### config.mk
export PLATFORM = sky130hd
export DESIGN_NAME = accel_tap_detector_unit
export DESIGN_NICKNAME = d
export VERILOG_FILES = /design/src/rtl/atd_pkg.sv /design/src/rtl/accel_tap_detector_unit.sv
export SDC_FILE = /design/constraint.sdc
export NUM_CORES = 1
export LEC_CHECK = 0
export BUFFER_PORTS_ARGS = -buffer_cell sky130_fd_sc_hd__buf_4
export CORE_MARGIN = 2
export CORE_UTILIZATION = 35
export DETAILED_ROUTE_END_ITERATION = 8
export PLACE_DENSITY = 0.5
export SLEW_MARGIN = 5
export SYNTH_ARGS = -nofsm -noshare
export SYNTH_HDL_FRONTEND = slang
export SYNTH_SLANG_ARGS = --single-unit
### constraint.sdc
create_clock -name clock -period 12.1 [get_ports clock]
set_input_delay 0.605 -clock clock [delete_from_list [all_inputs] [get_ports clock]]
set_output_delay 0.605 -clock clock [all_outputs]
set_load 0.01 [all_outputs]
### src/rtl/atd_pkg.sv
// Package for the accelerometer tap detector.
// Register indexes, field widths and reset values of the settings registers.
// No dependencies.
`timescale 1ns / 1ps

package atd_pkg;

   localparam int unsigned SampleWidth = 8;
   localparam int unsigned HalfWidth   = SampleWidth - 1;
   localparam int unsigned TickWidth   = 8;
   localparam int unsigned CountWidth  = 8;
   localparam int unsigned ThrWidth    = 7;
   localparam int unsigned WinWidth    = 8;
   localparam int unsigned CsrIdxWidth = 2;
   localparam int unsigned CsrDataWidth = 8;

   typedef logic [CsrIdxWidth-1:0] csr_index_type;

   localparam csr_index_type CSR_JUMP_THRESHOLD = 2'd0;
   localparam csr_index_type CSR_WINDOW_LENGTH  = 2'd1;
   localparam csr_index_type CSR_TAP_SPAN       = 2'd2;

   localparam logic [ThrWidth-1:0] JUMP_THRESHOLD_RST = 7'd20;
   localparam logic [WinWidth-1:0] WINDOW_LENGTH_RST  = 8'd45;
   localparam logic [WinWidth-1:0] TAP_SPAN_RST       = 8'd5;

endpackage

### src/rtl/accel_tap_detector_unit.sv
// Top level of the accelerometer tap detector.
// Depends on atd_pkg for widths, register indexes and reset values.
`timescale 1ns / 1ps

// Takes one sample per clock cycle while the result is not stalled and returns one result per sample, in order.
// A sample goes through an input register and then lands in the result register
// when the result stage advances. The detector state (previous halved sample,
// window counter, tap count, min/max) is updated in the same cycle that the
// result register loads, so samples can follow back to back. A stalled result
// holds the pipe; the input register still takes one more sample while the
// result waits. Settings registers take effect on the next sample that
// reaches the result stage and should be written only while the block is idle.
module accel_tap_detector_unit (
   input  logic                                  clock,
   input  logic                                  reset,
   // settings write port
   input  logic                                  csr_write_en,
   input  atd_pkg::csr_index_type                csr_index,
   input  logic [atd_pkg::CsrDataWidth-1:0]      csr_wdata,
   // sample input
   input  logic                                  req_valid,
   output logic                                  req_ready,
   input  logic signed [atd_pkg::SampleWidth-1:0] req_z_sample,
   input  logic [atd_pkg::TickWidth-1:0]         req_tick_time,
   // result output
   output logic                                  rsp_valid,
   input  logic                                  rsp_ready,
   output logic [atd_pkg::CountWidth-1:0]        rsp_tap_count,
   output logic [atd_pkg::TickWidth-1:0]         rsp_tap_stamp,
   output logic signed [atd_pkg::SampleWidth-1:0] rsp_low_diff,
   output logic signed [atd_pkg::SampleWidth-1:0] rsp_high_diff,
   output logic                                  rsp_tap_now,
   output logic                                  rsp_in_window
);

   localparam int unsigned SW = atd_pkg::SampleWidth;
   localparam int unsigned HW = atd_pkg::HalfWidth;
   localparam int unsigned WW = atd_pkg::WinWidth;

   // settings registers
   logic [atd_pkg::ThrWidth-1:0] thr_ff;
   logic [WW-1:0]                wlen_ff;
   logic [WW-1:0]                span_ff;

   // input stage
   logic                         s1_valid_ff, s1_valid_in;
   logic signed [SW-1:0]         s1_sample_ff;
   logic [atd_pkg::TickWidth-1:0] s1_tick_ff;

   // detector state, also the result payload
   logic signed [HW-1:0]         prev_half_ff, prev_half_in;
   logic [WW-1:0]                win_left_ff, win_left_in;
   logic                         first_up_ff, first_up_in;
   logic [atd_pkg::CountWidth-1:0] taps_ff, taps_in;
   logic signed [SW-1:0]         min_ff, min_in;
   logic signed [SW-1:0]         max_ff, max_in;
   logic [atd_pkg::TickWidth-1:0] stamp_ff, stamp_in;
   logic                         tap_now_ff, tap_now_in;
   logic                         rsp_valid_ff, rsp_valid_in;

   logic                         s1_advance;
   logic                         load_out;

   logic signed [HW-1:0]         half;
   logic signed [SW-1:0]         diff;
   logic signed [SW-1:0]         pos_thr, neg_thr;
   logic                         up, down;
   logic [WW-1:0]                limit;
   logic                         opening, tap, track;
   logic [WW-1:0]                win_mid;
   logic signed [SW-1:0]         base_min, base_max;

   assign s1_advance = !rsp_valid_ff || rsp_ready;
   assign load_out   = s1_valid_ff && s1_advance;
   assign req_ready  = !s1_valid_ff || s1_advance;

   always_comb begin
      s1_valid_in = s1_valid_ff;
      if (req_ready) begin
         s1_valid_in = req_valid;
      end else if (s1_advance) begin
         s1_valid_in = 1'b0;
      end
      rsp_valid_in = rsp_valid_ff;
      if (s1_advance) begin
         rsp_valid_in = s1_valid_ff;
      end
   end

   // sample difference and jump detection
   always_comb begin
      half    = s1_sample_ff[SW-1:1];
      diff    = SW'({half[HW-1], half}) - SW'({prev_half_ff[HW-1], prev_half_ff});
      pos_thr = $signed({1'b0, thr_ff});
      neg_thr = SW'(-pos_thr);
      up      = diff > pos_thr;
      down    = diff < neg_thr;
      limit   = (wlen_ff >= span_ff) ? WW'(wlen_ff - span_ff) : '0;
   end

   // window control and min/max tracking
   always_comb begin
      prev_half_in = prev_half_ff;
      win_left_in  = win_left_ff;
      first_up_in  = first_up_ff;
      taps_in      = taps_ff;
      min_in       = min_ff;
      max_in       = max_ff;
      stamp_in     = stamp_ff;
      tap_now_in   = tap_now_ff;

      opening  = (win_left_ff == '0) && (up || down);
      tap      = (win_left_ff != '0) && (win_left_ff > limit)
                 && ((up && !first_up_ff) || (down && first_up_ff));
      track    = opening || (win_left_ff != '0);
      win_mid  = tap ? limit : win_left_ff;
      base_min = opening ? '0 : min_ff;
      base_max = opening ? '0 : max_ff;

      if (load_out) begin
         prev_half_in = half;
         tap_now_in   = tap;
         if (opening) begin
            first_up_in = up;
            win_left_in = wlen_ff;
         end else if (win_left_ff != '0) begin
            // countdown saturates, a tap with zero remainder closes the window
            win_left_in = (win_mid != '0) ? WW'(win_mid - 1'b1) : '0;
         end
         if (tap) begin
            taps_in  = taps_ff + 1'b1;
            stamp_in = s1_tick_ff;
         end
         if (track) begin
            min_in = (diff < base_min) ? diff : base_min;
            max_in = (diff > base_max) ? diff : base_max;
         end
      end
   end

   always_ff @(posedge clock) begin
      if (reset) begin
         thr_ff       <= atd_pkg::JUMP_THRESHOLD_RST;
         wlen_ff      <= atd_pkg::WINDOW_LENGTH_RST;
         span_ff      <= atd_pkg::TAP_SPAN_RST;
         s1_valid_ff  <= 1'b0;
         rsp_valid_ff <= 1'b0;
         prev_half_ff <= '0;
         win_left_ff  <= '0;
         first_up_ff  <= 1'b0;
         taps_ff      <= '0;
         min_ff       <= '0;
         max_ff       <= '0;
         stamp_ff     <= '0;
         tap_now_ff   <= 1'b0;
      end else begin
         if (csr_write_en) begin
            unique case (csr_index)
               atd_pkg::CSR_JUMP_THRESHOLD: thr_ff  <= csr_wdata[atd_pkg::ThrWidth-1:0];
               atd_pkg::CSR_WINDOW_LENGTH:  wlen_ff <= csr_wdata[WW-1:0];
               atd_pkg::CSR_TAP_SPAN:       span_ff <= csr_wdata[WW-1:0];
               default: ;
            endcase
         end
         s1_valid_ff  <= s1_valid_in;
         rsp_valid_ff <= rsp_valid_in;
         prev_half_ff <= prev_half_in;
         win_left_ff  <= win_left_in;
         first_up_ff  <= first_up_in;
         taps_ff      <= taps_in;
         min_ff       <= min_in;
         max_ff       <= max_in;
         stamp_ff     <= stamp_in;
         tap_now_ff   <= tap_now_in;
      end
   end

   // input stage payload
   always_ff @(posedge clock) begin
      if (req_valid && req_ready) begin
         s1_sample_ff <= req_z_sample;
         s1_tick_ff   <= req_tick_time;
      end
   end

   assign rsp_valid     = rsp_valid_ff;
   assign rsp_tap_count = taps_ff;
   assign rsp_tap_stamp = stamp_ff;
   assign rsp_low_diff  = min_ff;
   assign rsp_high_diff = max_ff;
   assign rsp_tap_now   = tap_now_ff;
   assign rsp_in_window = (win_left_ff != '0);

`ifndef ASSERT_OFF
   // a recognized tap bumps the count by exactly one
   a_tap_counts: assert property (@(posedge clock) disable iff (reset)
      load_out && tap |=> taps_ff == $past(taps_ff) + 1'b1)
      else $error("tap count did not advance on a tap");

   // without a tap the count holds
   a_count_holds: assert property (@(posedge clock) disable iff (reset)
      !(load_out && tap) |=> taps_ff == $past(taps_ff))
      else $error("tap count changed without a tap");

   // a tap only occurs inside an open window
   a_tap_in_window: assert property (@(posedge clock) disable iff (reset)
      tap |-> win_left_ff != '0)
      else $error("tap outside window");

   // a stalled input stage keeps its transaction
   a_s1_holds: assert property (@(posedge clock) disable iff (reset)
      s1_valid_ff && !s1_advance |=> s1_valid_ff && $stable(s1_sample_ff)
      && $stable(s1_tick_ff))
      else $error("input stage lost a stalled transaction");
`endif

endmodule
---- Yosys cells after proc, flatten, opt, wreduce, memory -nomap -nowiden ----
Index checks and enable logic that the tools add are counted.
operators by class
  equality and inequality tests ........... 2
  multiplexer cells ....................... 11
  reductions and logical operators ........ 28
  magnitude comparators ................... 6
  add/subtract/negate cells ............... 5
operators with widths
  cell                                                                   number
  8-bit two-way mux                                                      9
  8-bit greater-than comparator                                          3
  8-bit less-than comparator                                             2
  8-bit nonzero test                                                     2
  2-bit AND reduction                                                    7
  8-bit by 1-bit adder with 8-bit output, second input constant          1
  8-bit >= comparator                                                    1
  8-bit logical NOT                                                      1
  7-bit negation with 8-bit output                                       1
  7-bit by 7-bit subtractor with 8-bit output                            1
  8-bit by 1-bit subtractor with 8-bit output, second input constant     1
  8-bit subtractor                                                       1
  1-bit logical AND                                                      7
  1-bit logical OR                                                       5
  2-bit nonzero test                                                     2
  1-bit logical NOT                                                      3
  2-bit by 1-bit equality test with 1-bit output, second input constant  1
  2-bit equality test, second input constant                             1
  2-bit logical NOT                                                      1
  1-bit two-way mux                                                      2
storage, ports and cells
  output and inout bits ................... 36
  bits in registers ....................... 90

---- Depth between registers and ports, before layout ----
  depth after elaboration ................. 10
  gate-level depth with buffers ........... 28
  mapped depth without buffers ............ 26

---- Worst setup path before layout ----
Ideal clock, no wire load.
  kind .................................... reg-to-reg
  start ................................... register s1_sample_ff[1]
  end ..................................... register max_ff[0], in the netlist rsp_high_diff[0]
  required time ........................... 11.983 ns
  arrival time ............................ 5.042 ns
  setup slack ............................. 6.941 ns
  clock period less this slack ............ 5.159 ns
  stages on the path, launching flop included .. 28
  path through ............................ edfxtp_1 inv_1 ha_1 inv_1 fa_1 a21o_1 a21oi_1 o21bai_1 a21oi_1 xnor2_1 ha_1 o22ai_1 a31oi_1 and3_1 o21ai_2 clkbuf_1 nand2_1 ha_1 nor2b_1 o21a_1 o21a_1 o21a_1 o21a_1 o21ai_0 a31oi_1 and2_1 clkbuf_1 a22o_1
between the ends
  cells in the longest elaborated chain, start to end .. 7
  elaborated cells between the ends (all ways) .. 10
  classes of those cells .................. 1 x add/sub; 3 x order compare; 2 x mux; 4 x reduce/logical
ends and longest elaborated chain
  element                                                                      line                                                          RTL
  from (decl)                                                                  accel_tap_detector_unit.sv:47                                 logic signed [SW-1:0] s1_sample_ff;
  from (signal assigned)                                                       accel_tap_detector_unit.sv:181                                s1_sample_ff <= req_z_sample;
  7-bit by 7-bit subtractor with 8-bit output (*)                              accel_tap_detector_unit.sv:93                                 diff = SW'({half[HW-1], half}) - SW'({prev_half_ff[HW-1], prev_half_ff});
  8-bit greater-than comparator or 8-bit less-than comparator (tied branches)  accel_tap_detector_unit.sv:96, accel_tap_detector_unit.sv:97
  1-bit logical OR                                                             accel_tap_detector_unit.sv:112                                opening = (win_left_ff == '0) && (up || down);
  1-bit logical AND                                                            accel_tap_detector_unit.sv:112
  8-bit two-way mux                                                            accel_tap_detector_unit.sv:118                                base_max = opening ? '0 : max_ff;
  8-bit greater-than comparator                                                accel_tap_detector_unit.sv:136                                max_in = (diff > base_max) ? diff : base_max;
  8-bit two-way mux                                                            accel_tap_detector_unit.sv:136
  to (signal assigned)                                                         accel_tap_detector_unit.sv:172                                max_ff <= max_in;
  to (decl)                                                                    accel_tap_detector_unit.sv:56                                 logic signed [SW-1:0] max_ff, max_in;
Mark *: on every way between the ends. The rest lies on a longest branch, timed or not.
A chain may end at the register's enable or synchronous reset.

---- Final worst setup path ----
  start ................................... register s1_sample_ff[1]
  end ..................................... register max_ff[4], in the netlist rsp_high_diff[4]
Same word-level chain as after synthesis.

==> results.yml <==
run_status:
  outcome: "completed"
cts:
  path_clk_slew_ns: 0.06
  cts_made_buffers: 9
  clock-sinks: 89
  cts_root_buffer: "clkbuf_16"
  postCtsResizedCells: 0
  postCtsHoldBufs: 0
  postCtsSetupRepairBufs: 0
  cts_tree: "done"
  h-tree-depth: 3
  cts_buffer_depth: 2
  insertion_delay_ns: 0.35
critical_path:
  path_delay_family: "compound AO/OA/AOI/OAI gates"
  cp_slowest_cell: "o21ai_2"
  cp_max_fo: 27
  worst-r2r-cell-count: 25
  arrival_ns: 6.30
  slowest_delay_ns: 0.82
  cp.required_ns: 12.38
  crit_buf_inv: 3
  crit_type: "flop to flop"
  reg2reg_from: "s1_sample_ff[1]"
  end_kind: "flop"
  r2r_slack_ns: 6.09
  regToRegEndpoint: "rsp_high_diff[4]"
  crit_path_start_kind: "flop"
  crit_top_cell: "o21a_1"
logic_synthesis:
  syn_nets: 726
  async_reset_ff_share_pct: 0
  syn_area_per_cell_um2: 8.47
  synth_area_leaders: "dfxtp_1 27%, ha_1 13%, edfxtp_1 8.3%, nand2_1 6.1%, a21oi_1 4.5%"
  synth_cell_types: 65
  synthCells: 637
  synth_ff_type: "dfxtp_1"
  synth_common_cells: "87 x nand2_1, 74 x dfxtp_1, 63 x nor2_1"
  synth_top_area_share_pct: 27.5
  synth-edff-count: 15
  synth.most_common_cell: "nand2_1"
  seq_area_frac_synth_pct: 35.8
  synth_warnings: 0
  synth_area_um2: 5400
  synth_area_leader_cell: "dfxtp_1"
  synth-seq-cells: 89
detailed_routing:
  via_count: 4661
  ant_nets: 0
  drc_errors: 0
  wl_per_cell_um: 14.9
  vias_per_cell: 5.21
  routed_wl_um: 13300
  drt_iter0_drc: 247
  drt_pass1_iterations: 5
final_layout:
  fin_nets: 790
  final_layout_size_suffix_gt1_share_pct: 15.2
  instances_no_fill: 894
  final_area_um2: 6390
  area_growth_pct: 18.4
  antenna_cells: 0
  final_util_pct: 42.2
floorplan:
  initial_utilization_pct: 35.6
  io_pins: 67
  die_x_um: 128
  core_um2: 15100
  num_rows: 45
  design.die.area_um2: 16400
  die_h_um: 128
placement:
  preCtsSetupSlack_ns: 6.15
  dp_hpwl_um: 9960
  portBuffers: 65
  place_congestion: 0.829
  numPlacedInstances: 878
  dpl-instance-area_um2: 6110
timing:
  clock.fmax_mhz: 166
  fin_tns_setup_ns: 0
  max_slew_margin_pct: 30.7
  setup_viol: 0
  fin_skew_ns: 0.0110
  fin_ws_ns: 6.09
  rsz0062_at_grt: "false"
  whs_ns: 0.431
  min_period_over_period_pct: 49.7
  worst_pin_slew_ns: 1.04
  drv_slew: 0
  period_needed_ns: 6.01
  final_hold_viol_count: 0
hold_path:
  min_path_type: "primary input to flop"
  hp-start: "req_tick_time[4]"
  worstHoldPathCells: 1
  worst_hold_path.endpoint: "s1_tick_ff[4]"
global_route:
  grt_pass1_vias: 4413
  grt-ovfl-total: 0
  grt_max_degree: 70
  grt_usage_pct: 16.9
  grt_pass1_wl_um: 22100
  antenna_found_initial: 0
power:
  vdd_drop_max_uv: 80.8
  p_total_mw: 0.956
  p_leak_nw: 2.58
  p_per_area_nw_per_um2: 150
run:
  drv_cap: 0
-- area by class of cell --
cell class,count,area (µm²)
inverter,40,150
clock buffer,11,243
fill,1543,8760
tap,188,235
multi-input combinational,488,3240
timing repair buffer,73,548
sequential,89,1930
clock inverter,5,38.8
-- sequential cells by signal, indices dropped and copies added (netlist names) --
name	cells
rsp_tap_stamp	8
rsp_tap_now	1
rsp_high_diff	8
span_ff	8
first_up_ff	1
thr_ff	7
s1_sample_ff	7
rsp_valid	1
prev_half_ff	7
rsp_low_diff	8
s1_tick_ff	8
wlen_ff	8
win_left_ff	8
rsp_tap_count	8
s1_valid_ff	1
-- worst max-delay path by stage --
stage | from | end | cells after the start
floorplan | s1_sample_ff[1] | rsp_high_diff[0] | 27
global route | s1_sample_ff[1] | rsp_high_diff[4] | 25
CTS | s1_sample_ff[1] | rsp_high_diff[4] | 25
global placement | s1_sample_ff[1] | rsp_high_diff[5] | 25
finish | s1_sample_ff[1] | rsp_high_diff[4] | 25
detailed placement | s1_sample_ff[1] | rsp_high_diff[4] | 25
-- cell usage in the layout (no fill, tap or decap), drive strengths merged, types with 3 or more instances in the layout --
| cell type | count |
|---|---|
| nor3 | 17 |
| a21o | 6 |
| mux2i | 10 |
| nor2b | 12 |
| nand4 | 9 |
| nand2b | 8 |
| nor3b | 3 |
| buf | 73 |
| or2 | 3 |
| clkbuf | 11 |
| dfxtp | 74 |
| nand3b | 6 |
| xnor2 | 20 |
| a221oi | 6 |
| nand2 | 87 |
| a211o | 3 |
| nand3 | 31 |
| a22o | 8 |
| ha | 56 |
| o22ai | 3 |
| edfxtp | 15 |
| a21oi | 48 |
| xor2 | 9 |
| and2 | 4 |
| o21ai | 13 |
| inv | 42 |
| nor2 | 64 |
| a31oi | 16 |
| and3 | 4 |
| nor4 | 5 |
| o21a | 8 |
-- cell families (layout without fill, tap and decap cells) --
| logic type | count (synthesis) | count (layout) | share of synthesized area [%] |
|---|---|---|---|
| muxes | 11 | 11 | 2.13 |
| and+or+nand+nor | 260 | 260 | 23.1 |
| xor gates and xnor gates | 29 | 29 | 4.71 |
| DFF | 89 | 89 | 35.8 |
| adders and majority gates | 58 | 58 | 13.7 |
| buffers and inverters | 60 | 129 | 4.20 |
| AOI/OAI and AO/OA | 130 | 130 | 16.3 |
-- metal layers --
layer,up-vias,track usage (%),wire [µm]
met1,2176,22.6,6360
li1,2380,-,-
met2,90,27.6,6270
met4,0,5.69,209
met5,-,0,0
met3,15,3.21,491
-- power by group --
group	switching (mW)	leakage [nW]	total (mW)	internal (mW)
registers	0.0187	0.748	0.341	0.322
clock network	0.119	0.133	0.265	0.146
logic	0.208	1.70	0.350	0.142
total	0.346	2.58	0.956	0.610
No activity file was read; power rests on OpenSTA's default activity.
